**src/rtl/sss_pkg.sv**
```systemverilog
package sss_pkg;

   localparam int REQ_DATA_BITS = 104;
   localparam int REQ_USER_BITS = 3;
   localparam int RSP_DATA_BITS = 176;
   localparam int CSR_INDEX_BITS = 3;
   localparam int CSR_DATA_BITS = 32;

   localparam logic [2:0] KIND_CONFIGURED = 3'd0;
   localparam logic [2:0] KIND_START      = 3'd1;
   localparam logic [2:0] KIND_STOP       = 3'd2;
   localparam logic [2:0] KIND_RESET      = 3'd3;
   localparam logic [2:0] KIND_CONTINUE   = 3'd4;
   localparam logic [2:0] KIND_CHECK      = 3'd5;
   localparam logic [2:0] KIND_DWELL_DONE = 3'd6;

   localparam logic [2:0] STATUS_UNINIT   = 3'd0;
   localparam logic [2:0] STATUS_READY    = 3'd1;
   localparam logic [2:0] STATUS_SCANNING = 3'd2;
   localparam logic [2:0] STATUS_STOPPING = 3'd3;
   localparam logic [2:0] STATUS_WAITING  = 3'd4;
   localparam logic [2:0] STATUS_FINISHED = 3'd5;
   localparam logic [2:0] STATUS_ERROR    = 3'd6;

   localparam logic [1:0] REPLY_OK     = 2'd0;
   localparam logic [1:0] REPLY_WRONG  = 2'd1;
   localparam logic [1:0] REPLY_DRIVER = 2'd2;

   localparam logic [2:0] REG_YAW_START   = 3'd0;
   localparam logic [2:0] REG_YAW_END     = 3'd1;
   localparam logic [2:0] REG_YAW_STEP    = 3'd2;
   localparam logic [2:0] REG_PITCH_START = 3'd3;
   localparam logic [2:0] REG_PITCH_END   = 3'd4;
   localparam logic [2:0] REG_PITCH_STEP  = 3'd5;
   localparam logic [2:0] REG_AUTO_MODE   = 3'd6;

   typedef enum logic [6:0] {
      ST_UNINIT   = 7'b0000001,
      ST_READY    = 7'b0000010,
      ST_SCANNING = 7'b0000100,
      ST_STOPPING = 7'b0001000,
      ST_WAITING  = 7'b0010000,
      ST_FINISHED = 7'b0100000,
      ST_ERROR    = 7'b1000000
   } st_type;

   typedef struct packed {
      logic signed [31:0] yaw_start;
      logic signed [31:0] yaw_end;
      logic [30:0]        yaw_step;
      logic signed [31:0] pitch_start;
      logic signed [31:0] pitch_end;
      logic [30:0]        pitch_step;
      logic               auto_mode;
   } cfg_type;

   typedef struct packed {
      st_type st;
      logic   row_backward;
      logic   yaw_motor_on;
      logic   pitch_motor_on;
   } ctl_type;

   typedef struct packed {
      logic [2:0]         kind;
      logic               yaw_at_target;
      logic               pitch_at_target;
      logic [31:0]        yaw_position;
      logic [31:0]        pitch_position;
      logic signed [31:0] sample_value;
      logic               driver_fault;
   } req_type;

   typedef struct packed {
      logic [2:0]         status;
      logic [1:0]         reply;
      logic signed [31:0] target_yaw_out;
      logic signed [31:0] target_pitch_out;
      logic               load_target;
      logic               yaw_drive;
      logic               pitch_drive;
      logic               point_valid;
      logic [31:0]        point_yaw;
      logic [31:0]        point_pitch;
      logic signed [31:0] point_value;
      logic               start_dwell;
   } rsp_type;

   function automatic logic [2:0] status_code(input st_type st);
      logic [2:0] code;
      case (st)
         ST_UNINIT:   code = STATUS_UNINIT;
         ST_READY:    code = STATUS_READY;
         ST_SCANNING: code = STATUS_SCANNING;
         ST_STOPPING: code = STATUS_STOPPING;
         ST_WAITING:  code = STATUS_WAITING;
         ST_FINISHED: code = STATUS_FINISHED;
         ST_ERROR:    code = STATUS_ERROR;
         default:     code = STATUS_UNINIT;
      endcase
      return code;
   endfunction

endpackage

```
**src/rtl/serpentine_scan_sequencer.sv**
```systemverilog
// Serpentine raster scan sequencer. Each request on req_ is one event (command, position
// check or dwell done, selected by req_tuser) and yields exactly one response on rsp_ with
// the scan status, the reply code, the current targets, the motor drive flags and, where a
// point was reached, the point record. A request is registered on entry, decoded against the
// scan state in a single combinational step, and the response is registered on exit; one
// request is taken in every cycle while the response side keeps up. The scan state updates
// as a request passes into the response register, so back-to-back events see each other's
// effect. Targets are POSITION_BITS wide and wrap at that width; the response shows them
// sign-extended or truncated to 32 bits. Registers on the csr_ port are to be written by the
// user only while no request is in flight; the block itself does not enforce this.
module serpentine_scan_sequencer #(
   parameter int POSITION_BITS = 32
) (
   input  logic                                 clock,
   input  logic                                 reset,
   // kind
   input  logic [sss_pkg::REQ_USER_BITS-1:0]    req_tuser,
   // yaw_at_target, pitch_at_target, yaw_position, pitch_position, sample_value, driver_fault
   input  logic [sss_pkg::REQ_DATA_BITS-1:0]    req_tdata,
   input  logic                                 req_tvalid,
   output logic                                 req_tready,
   // status, reply, target_yaw_out, target_pitch_out, load_target, yaw_drive, pitch_drive,
   // point_valid, point_yaw, point_pitch, point_value, start_dwell
   output logic [sss_pkg::RSP_DATA_BITS-1:0]    rsp_tdata,
   output logic                                 rsp_tvalid,
   input  logic                                 rsp_tready,
   input  logic                                 csr_we,
   input  logic [sss_pkg::CSR_INDEX_BITS-1:0]   csr_index,
   input  logic [sss_pkg::CSR_DATA_BITS-1:0]    csr_wdata
);
   import sss_pkg::*;

   cfg_type                     cfg;
   req_type                     req_in;
   req_type                     req_ff;
   logic                        req_valid_ff;
   rsp_type                     rsp_in;
   rsp_type                     rsp_ff;
   logic                        rsp_valid_ff;
   ctl_type                     ctl_ff;
   ctl_type                     ctl_in;
   logic signed [POSITION_BITS-1:0] yaw_target_ff;
   logic signed [POSITION_BITS-1:0] yaw_target_in;
   logic signed [POSITION_BITS-1:0] pitch_target_ff;
   logic signed [POSITION_BITS-1:0] pitch_target_in;
   logic                        rsp_free;
   logic                        advance;

   sss_csr_regs u_csr (
      .clock     (clock),
      .reset     (reset),
      .csr_we    (csr_we),
      .csr_index (csr_index),
      .csr_wdata (csr_wdata),
      .cfg       (cfg)
   );

   assign req_in.kind            = req_tuser;
   assign req_in.yaw_at_target   = req_tdata[0];
   assign req_in.pitch_at_target = req_tdata[1];
   assign req_in.yaw_position    = req_tdata[33:2];
   assign req_in.pitch_position  = req_tdata[65:34];
   assign req_in.sample_value    = req_tdata[97:66];
   assign req_in.driver_fault    = req_tdata[98];

   assign rsp_free   = !rsp_valid_ff || rsp_tready;
   assign advance    = req_valid_ff && rsp_free;
   assign req_tready = !req_valid_ff || rsp_free;

   sss_step #(
      .POSITION_BITS (POSITION_BITS)
   ) u_step (
      .cfg       (cfg),
      .req       (req_ff),
      .ctl_cur   (ctl_ff),
      .yaw_cur   (yaw_target_ff),
      .pitch_cur (pitch_target_ff),
      .ctl_nxt   (ctl_in),
      .yaw_nxt   (yaw_target_in),
      .pitch_nxt (pitch_target_in),
      .rsp       (rsp_in)
   );

   always_ff @(posedge clock) begin
      if (reset) begin
         req_valid_ff    <= 1'b0;
         rsp_valid_ff    <= 1'b0;
         ctl_ff          <= '{st: ST_UNINIT, row_backward: 1'b0,
                              yaw_motor_on: 1'b0, pitch_motor_on: 1'b0};
         yaw_target_ff   <= '0;
         pitch_target_ff <= '0;
      end else begin
         if (req_tready) begin
            req_valid_ff <= req_tvalid;
         end
         if (rsp_free) begin
            rsp_valid_ff <= req_valid_ff;
         end
         if (advance) begin
            ctl_ff          <= ctl_in;
            yaw_target_ff   <= yaw_target_in;
            pitch_target_ff <= pitch_target_in;
         end
      end
   end

   always_ff @(posedge clock) begin
      if (req_tready && req_tvalid) begin
         req_ff <= req_in;
      end
      if (advance) begin
         rsp_ff <= rsp_in;
      end
   end

   assign rsp_tvalid = rsp_valid_ff;
   assign rsp_tdata  = {6'd0,
                        rsp_ff.start_dwell,
                        rsp_ff.point_value,
                        rsp_ff.point_pitch,
                        rsp_ff.point_yaw,
                        rsp_ff.point_valid,
                        rsp_ff.pitch_drive,
                        rsp_ff.yaw_drive,
                        rsp_ff.load_target,
                        rsp_ff.target_pitch_out,
                        rsp_ff.target_yaw_out,
                        rsp_ff.reply,
                        rsp_ff.status};

endmodule

```
**src/rtl/sss_csr_regs.sv**
```systemverilog
module sss_csr_regs (
   input  logic                                 clock,
   input  logic                                 reset,
   input  logic                                 csr_we,
   input  logic [sss_pkg::CSR_INDEX_BITS-1:0]   csr_index,
   input  logic [sss_pkg::CSR_DATA_BITS-1:0]    csr_wdata,
   output sss_pkg::cfg_type                     cfg
);
   import sss_pkg::*;

   cfg_type cfg_ff;
   cfg_type cfg_in;

   always_comb begin
      cfg_in = cfg_ff;
      if (csr_we) begin
         case (csr_index)
            REG_YAW_START:   cfg_in.yaw_start   = csr_wdata;
            REG_YAW_END:     cfg_in.yaw_end     = csr_wdata;
            REG_YAW_STEP:    cfg_in.yaw_step    = csr_wdata[30:0];
            REG_PITCH_START: cfg_in.pitch_start = csr_wdata;
            REG_PITCH_END:   cfg_in.pitch_end   = csr_wdata;
            REG_PITCH_STEP:  cfg_in.pitch_step  = csr_wdata[30:0];
            REG_AUTO_MODE:   cfg_in.auto_mode   = csr_wdata[0];
            default: begin
            end
         endcase
      end
   end

   always_ff @(posedge clock) begin
      if (reset) begin
         cfg_ff <= '0;
      end else begin
         cfg_ff <= cfg_in;
      end
   end

   assign cfg = cfg_ff;

endmodule

```
**src/rtl/sss_step.sv**
```systemverilog
module sss_step #(
   parameter int POSITION_BITS = 32
) (
   input  sss_pkg::cfg_type                  cfg,
   input  sss_pkg::req_type                  req,
   input  sss_pkg::ctl_type                  ctl_cur,
   input  logic signed [POSITION_BITS-1:0]   yaw_cur,
   input  logic signed [POSITION_BITS-1:0]   pitch_cur,
   output sss_pkg::ctl_type                  ctl_nxt,
   output logic signed [POSITION_BITS-1:0]   yaw_nxt,
   output logic signed [POSITION_BITS-1:0]   pitch_nxt,
   output sss_pkg::rsp_type                  rsp
);
   import sss_pkg::*;

   localparam int PB = POSITION_BITS;

   logic [63:0]              yaw_step64;
   logic [63:0]              pitch_step64;
   logic [63:0]              yaw_start64;
   logic [63:0]              pitch_start64;
   logic signed [PB-1:0]     yaw_step_p;
   logic signed [PB-1:0]     pitch_step_p;
   logic signed [PB-1:0]     yaw_cand;
   logic signed [PB-1:0]     pitch_adv;
   logic signed [PB-1:0]     pitch_sel;
   logic signed [63:0]       yaw_cand_ext;
   logic signed [63:0]       pitch_sel_ext;
   logic signed [63:0]       yaw_out_ext;
   logic signed [63:0]       pitch_out_ext;
   logic                     row_over;
   logic                     past_end;
   logic                     do_point;
   logic                     dwell;
   logic [1:0]               reply;
   logic                     load;

   assign yaw_step64    = {33'd0, cfg.yaw_step};
   assign pitch_step64  = {33'd0, cfg.pitch_step};
   assign yaw_start64   = 64'(cfg.yaw_start);
   assign pitch_start64 = 64'(cfg.pitch_start);
   assign yaw_step_p    = yaw_step64[PB-1:0];
   assign pitch_step_p  = pitch_step64[PB-1:0];

   // Next point of the row and the row change run in parallel with the control decode.
   assign yaw_cand      = ctl_cur.row_backward ? yaw_cur - yaw_step_p : yaw_cur + yaw_step_p;
   assign yaw_cand_ext  = 64'(yaw_cand);
   assign row_over      = ctl_cur.row_backward ? (yaw_cand_ext < 64'(cfg.yaw_start))
                                               : (yaw_cand_ext > 64'(cfg.yaw_end));
   assign pitch_adv     = pitch_cur + pitch_step_p;
   assign pitch_sel     = row_over ? pitch_adv : pitch_cur;
   assign pitch_sel_ext = 64'(pitch_sel);
   assign past_end      = pitch_sel_ext > 64'(cfg.pitch_end);

   always_comb begin
      ctl_nxt   = ctl_cur;
      yaw_nxt   = yaw_cur;
      pitch_nxt = pitch_cur;
      reply     = REPLY_OK;
      load      = 1'b0;
      dwell     = 1'b0;
      do_point  = 1'b0;

      case (req.kind)
         KIND_CONFIGURED: begin
            if (ctl_cur.st != ST_READY && ctl_cur.st != ST_UNINIT) begin
               reply = REPLY_WRONG;
            end else if (req.driver_fault) begin
               reply = REPLY_DRIVER;
            end else begin
               ctl_nxt.yaw_motor_on   = 1'b0;
               ctl_nxt.pitch_motor_on = 1'b0;
               ctl_nxt.st             = ST_READY;
            end
         end
         KIND_START: begin
            if (ctl_cur.st != ST_READY) begin
               reply = REPLY_WRONG;
            end else begin
               yaw_nxt              = yaw_start64[PB-1:0];
               pitch_nxt            = pitch_start64[PB-1:0];
               ctl_nxt.row_backward = 1'b0;
               load                 = 1'b1;
               if (req.driver_fault) begin
                  reply = REPLY_DRIVER;
               end else begin
                  ctl_nxt.st = ST_SCANNING;
               end
            end
         end
         KIND_STOP: begin
            if (ctl_cur.st == ST_WAITING) begin
               ctl_nxt.st = ST_FINISHED;
            end else if (ctl_cur.st == ST_SCANNING) begin
               ctl_nxt.st = ST_STOPPING;
            end else begin
               reply = REPLY_WRONG;
            end
         end
         KIND_RESET: begin
            if (ctl_cur.st == ST_FINISHED || ctl_cur.st == ST_ERROR) begin
               ctl_nxt.st = ST_READY;
            end else begin
               reply = REPLY_WRONG;
            end
         end
         KIND_CONTINUE: begin
            if (cfg.auto_mode || ctl_cur.st != ST_WAITING) begin
               reply = REPLY_WRONG;
            end else begin
               load = 1'b1;
               if (req.driver_fault) begin
                  ctl_nxt.st = ST_ERROR;
                  reply      = REPLY_DRIVER;
               end else begin
                  ctl_nxt.st = ST_SCANNING;
               end
            end
         end
         KIND_CHECK: begin
            if (ctl_cur.st == ST_STOPPING) begin
               ctl_nxt.st = ST_FINISHED;
            end else if (ctl_cur.st == ST_SCANNING) begin
               if (!req.yaw_at_target) begin
                  if (!ctl_cur.yaw_motor_on) begin
                     if (req.driver_fault) begin
                        ctl_nxt.st = ST_ERROR;
                        reply      = REPLY_DRIVER;
                     end else begin
                        ctl_nxt.yaw_motor_on = 1'b1;
                     end
                  end
               end else if (req.driver_fault) begin
                  ctl_nxt.st = ST_ERROR;
                  reply      = REPLY_DRIVER;
               end else begin
                  ctl_nxt.yaw_motor_on = 1'b0;
                  if (!req.pitch_at_target) begin
                     ctl_nxt.pitch_motor_on = 1'b1;
                  end else begin
                     ctl_nxt.pitch_motor_on = 1'b0;
                     if (cfg.auto_mode) begin
                        dwell = 1'b1;
                     end else begin
                        do_point = 1'b1;
                     end
                  end
               end
            end
         end
         KIND_DWELL_DONE: begin
            if (cfg.auto_mode) begin
               if (ctl_cur.st == ST_STOPPING) begin
                  ctl_nxt.st = ST_FINISHED;
               end else if (ctl_cur.st == ST_SCANNING) begin
                  if (req.driver_fault) begin
                     ctl_nxt.st = ST_ERROR;
                     reply      = REPLY_DRIVER;
                  end else begin
                     do_point = 1'b1;
                  end
               end
            end
         end
         default: begin
         end
      endcase

      // A recorded point moves along the row, or turns the row when yaw runs past its end.
      if (do_point) begin
         if (row_over) begin
            pitch_nxt            = pitch_adv;
            ctl_nxt.row_backward = !ctl_cur.row_backward;
         end else begin
            yaw_nxt = yaw_cand;
         end
         if (past_end) begin
            ctl_nxt.st = ST_FINISHED;
         end else if (cfg.auto_mode) begin
            load = 1'b1;
         end else begin
            ctl_nxt.st = ST_WAITING;
         end
      end
   end

   assign yaw_out_ext   = 64'(yaw_nxt);
   assign pitch_out_ext = 64'(pitch_nxt);

   always_comb begin
      rsp.status           = status_code(ctl_nxt.st);
      rsp.reply            = reply;
      rsp.target_yaw_out   = yaw_out_ext[31:0];
      rsp.target_pitch_out = pitch_out_ext[31:0];
      rsp.load_target      = load;
      rsp.yaw_drive        = ctl_nxt.yaw_motor_on;
      rsp.pitch_drive      = ctl_nxt.pitch_motor_on;
      rsp.point_valid      = do_point;
      rsp.point_yaw        = do_point ? req.yaw_position : 32'd0;
      rsp.point_pitch      = do_point ? req.pitch_position : 32'd0;
      rsp.point_value      = (do_point && cfg.auto_mode) ? req.sample_value : 32'sd0;
      rsp.start_dwell      = dwell;
   end

endmodule

```
**config.mk**
```make
export PLATFORM = sky130hd
export DESIGN_NAME = serpentine_scan_sequencer
export DESIGN_NICKNAME = d
export VERILOG_FILES = /design/src/rtl/sss_pkg.sv /design/src/rtl/serpentine_scan_sequencer.sv /design/src/rtl/sss_csr_regs.sv /design/src/rtl/sss_step.sv
export SDC_FILE = /design/constraint.sdc
export NUM_CORES = 1
export LEC_CHECK = 0
export ABC_CLOCK_PERIOD_IN_PS = 7300
export BUFFER_PORTS_ARGS = -buffer_cell sky130_fd_sc_hd__buf_2
export CAP_MARGIN = 25
export CORE_AREA = 2 2 232 234
export CTS_CLUSTER_SIZE = 12
export DETAILED_ROUTE_END_ITERATION = 12
export DIE_AREA = 0 0 234 236
export PLACE_DENSITY = 0.77
export SETUP_SLACK_MARGIN = 0.4
export SLEW_MARGIN = 20
export SYNTH_ARGS = -nofsm -noshare
export SYNTH_HDL_FRONTEND = slang
export SYNTH_SLANG_ARGS = --single-unit
```
**constraint.sdc**
```tcl
create_clock -name clock -period 7.3 [get_ports clock]
set_input_delay 1.46 -clock clock [delete_from_list [all_inputs] [get_ports clock]]
set_output_delay 1.46 -clock clock [all_outputs]
set_load 0.01 [all_outputs]
```
==> reports/results.txt <==
DIE AREA -> 55200 um2
CP Capture Type -> flip-flop
Met2 Usage GRT -> 46.6%
Total wire length -> 84500 um
Max-slew violations -> 0
Gpl congestion -> 0.943
Final ANT Viol Nets -> 0
Period utilization -> 110%
Final Util -> 64.7%
CTS sink count -> 539
First-pass GRT wire length -> 126000 um
DR WL/cell -> 19.8 um
Clock transition at path regs -> 0.06 ns
Area grow syn2layout -> 24.3%
RSZ-0062 raised after global routing -> yes
Root Driver -> clkbuf_16
Yosys warns -> 0
Commonest cells post-synth -> nand2_1, a21oi_1, edfxtp_1
Clock Path Buffers -> 3
Layout cell share with drive strength beyond 1 -> 23.1%
Pwr Density -> 233 nW/um2
Peak VDD IR -> 216 uV
Pin count of the biggest net entering global routing -> 92
Initial antenna violation count -> 7
Synth top area share -> 29.6%
Leak -> 13.6 nW
Placed Area -> 31400 um2
Period minus WS final -> 8.03 ns
Area leader, netlist -> edfxtp_1
Count leader, synth -> nand2_1
Slew @ Worst Pin -> 1.03 ns
Die width -> 234 um
Hold_buf cts -> 0
GRT Total Usage -> 29.2%
Met3 GRT Util -> 4.78%
FMAX -> 124 MHz
Required time of the critical path -> 7.81 ns
GR peak layer -> met2
I/O pins -> 325
Vias/cell -> 5.76
Die Y -> 236 um
Row Count -> 85
Initial Util -> 52.1%
Outcome -> finished, violations left
Setup ws final -> -0.733 ns
Vias in the first global route -> 22900
Grt total ovfl -> 0
Vias post-DR -> 24600
CP startpoint kind -> flip-flop
Worst Path Max Fanout -> 8
Met1 usage -> 39.5%
CTS buffer count -> 57
CTS tree -> yes
Sequential fraction of the synthesis area -> 48.9%
Design Power -> 0.00802 W
WS Path Type -> flip-flop to flip-flop
PortBufs -> 313
Gate Count Post-Synth -> 3032
Avg Cell Area, Syn -> 9.11 um2
Worst path arrival time -> 8.54 ns
Setup total negative slack -> -4.82 ns
Delay-heaviest family, CP -> simple AND/OR/NAND/NOR gates
Nets@finish -> 3826
Failing checks -> negative setup slack
Core Region -> 53100 um2
Top cells by area in the synthesized netlist -> edfxtp_1, dfxtp_1, nand2_1
Final HPWL DP -> 57300 um
# DRC -> 0
Post-layout instance area -> 34300 um2
Final hold vios -> 0
CP bufs+invs -> 7
Synth async-reset ratio -> 0%
Most used DFF post-synth -> edfxtp_1
Max stage delay on crit path -> 0.57 ns
Synthesized area -> 27600 um2
Critical-path top delay cell -> or4_4
Max_slew headroom -> 31.6%
FF+latch count, synth -> 539
Max-cap violations -> 0
Number of enable flip-flop cells after synthesis -> 272
Yosys cell types -> 86
Pre-CTS setup slack -> -0.973 ns
# setup viols final -> 7
Htree depth -> 2
DR pass1 iterations -> 6
Worst-Skew Late Latency -> 0.64 ns
Skew final -> 0.0376 ns
Hold Path Class -> flip-flop to flip-flop
DRT iter0 DRCs -> 2455
## timing repair
item,in CTS,in global routing
gates resized for setup,74,87
pin swaps,48,55
gates cloned,0,3
buffers inserted,22,15
setup endpoints to repair,7,87
## area by class of cell
type / instances / area, um2
Antenna cell: 5 / 12.5
Clock buffer: 84 / 1580
Timing Repair Buffer: 592 / 3870
Multi-Input combinational cell: 2182 / 13800
Inverter: 147 / 559
Fill cell: 4294 / 18700
Clock inverter: 18 / 156
Tap cell: 696 / 871
Sequential cell: 539 / 13500
## sequential cells by signal, indices dropped and copies added (netlist names)
signal	cells
req_ff	102
ctl_ff	10
pitch_target_ff	32
rsp_tvalid	1
req_valid_ff	1
yaw_target_ff	32
rsp_tdata	170
u_csr.cfg	191
## layout by cell type (no fill, tap or decap), types with 47 or more instances in the layout
cell and count:
dfxtp_1 265, a21oi_1 333, buf_2 312, and2_1 101, edfxtp_1 272, nor2_1 159, inv_1 141, ha_1 143
clkbuf_16 60, a21o_1 47, o21ai_0 102, nand2_1 569, buf_4 255, nand3_1 94
## cells by family after synthesis
logic type | Yosys count | synth area share (%)
XOR/XNOR | 82 | 2.63
flip-flops | 539 | 48.9
adder cells (fa/ha/maj) | 160 | 7.30
other | 1 | 0.0136
buffers and inverters | 316 | 4.52
multiplexers | 34 | 1.25
AO/OA/AOI/OAI | 738 | 16.2
AND/OR/NAND/NOR | 1162 | 19.2
## power by group
part	internal (W)	switching, W	total (W)	leakage, nW
registers	0.00327	0.0000372	0.00331	4.80
clock network	0.00156	0.00122	0.00278	0.845
logic	0.000866	0.00106	0.00193	7.94
## tightest hold or removal path, cell delays in order, from the launching register on
cell and delay, ns:
dfxtp_1 0.31, nand2_1 0.05, a21oi_1 0.05
## metrics by stage
| step | hold slack, ns | instances |
|---|---|---|
| finish | 0.453 | 4263 |
| global route | 0.469 | 4262 |
| CTS | 0.455 | 4239 |
| detailed placement | 0.446 | 4115 |
| global placement | 0.441 | 4114 |
| floorplan | 0.436 | 3037 |
## worst paths after layout
| kind | from | end | slack [ns] | depth (start not counted) |
|---|---|---|---|---|
| worst max register to register | u_csr.cfg[99]$_SDFFE_PP0P_ | ctl_ff[5]$_SDFFE_PP0P_ | -0.73 | 40 |
| worst max-delay path | u_csr.cfg[99]$_SDFFE_PP0P_ | ctl_ff[5]$_SDFFE_PP0P_ | -0.73 | 40 |
| worst min-delay path | u_csr.cfg[150]$_SDFFE_PP0P_ | u_csr.cfg[150]$_SDFFE_PP0P_ | 0.45 | 2 |
| worst min register to register | u_csr.cfg[150]$_SDFFE_PP0P_ | u_csr.cfg[150]$_SDFFE_PP0P_ | 0.45 | 2 |
## layer usage
layer,wire (um),up-vias,share of wire (%)
met3,6910,215,8.2
met4,3270,6,3.9
met2,39600,1051,47
met5,34,-,0.040
met1,34700,11600,41
li1,-,11700,-
Note: power is estimated with default switching activity, not from simulation.
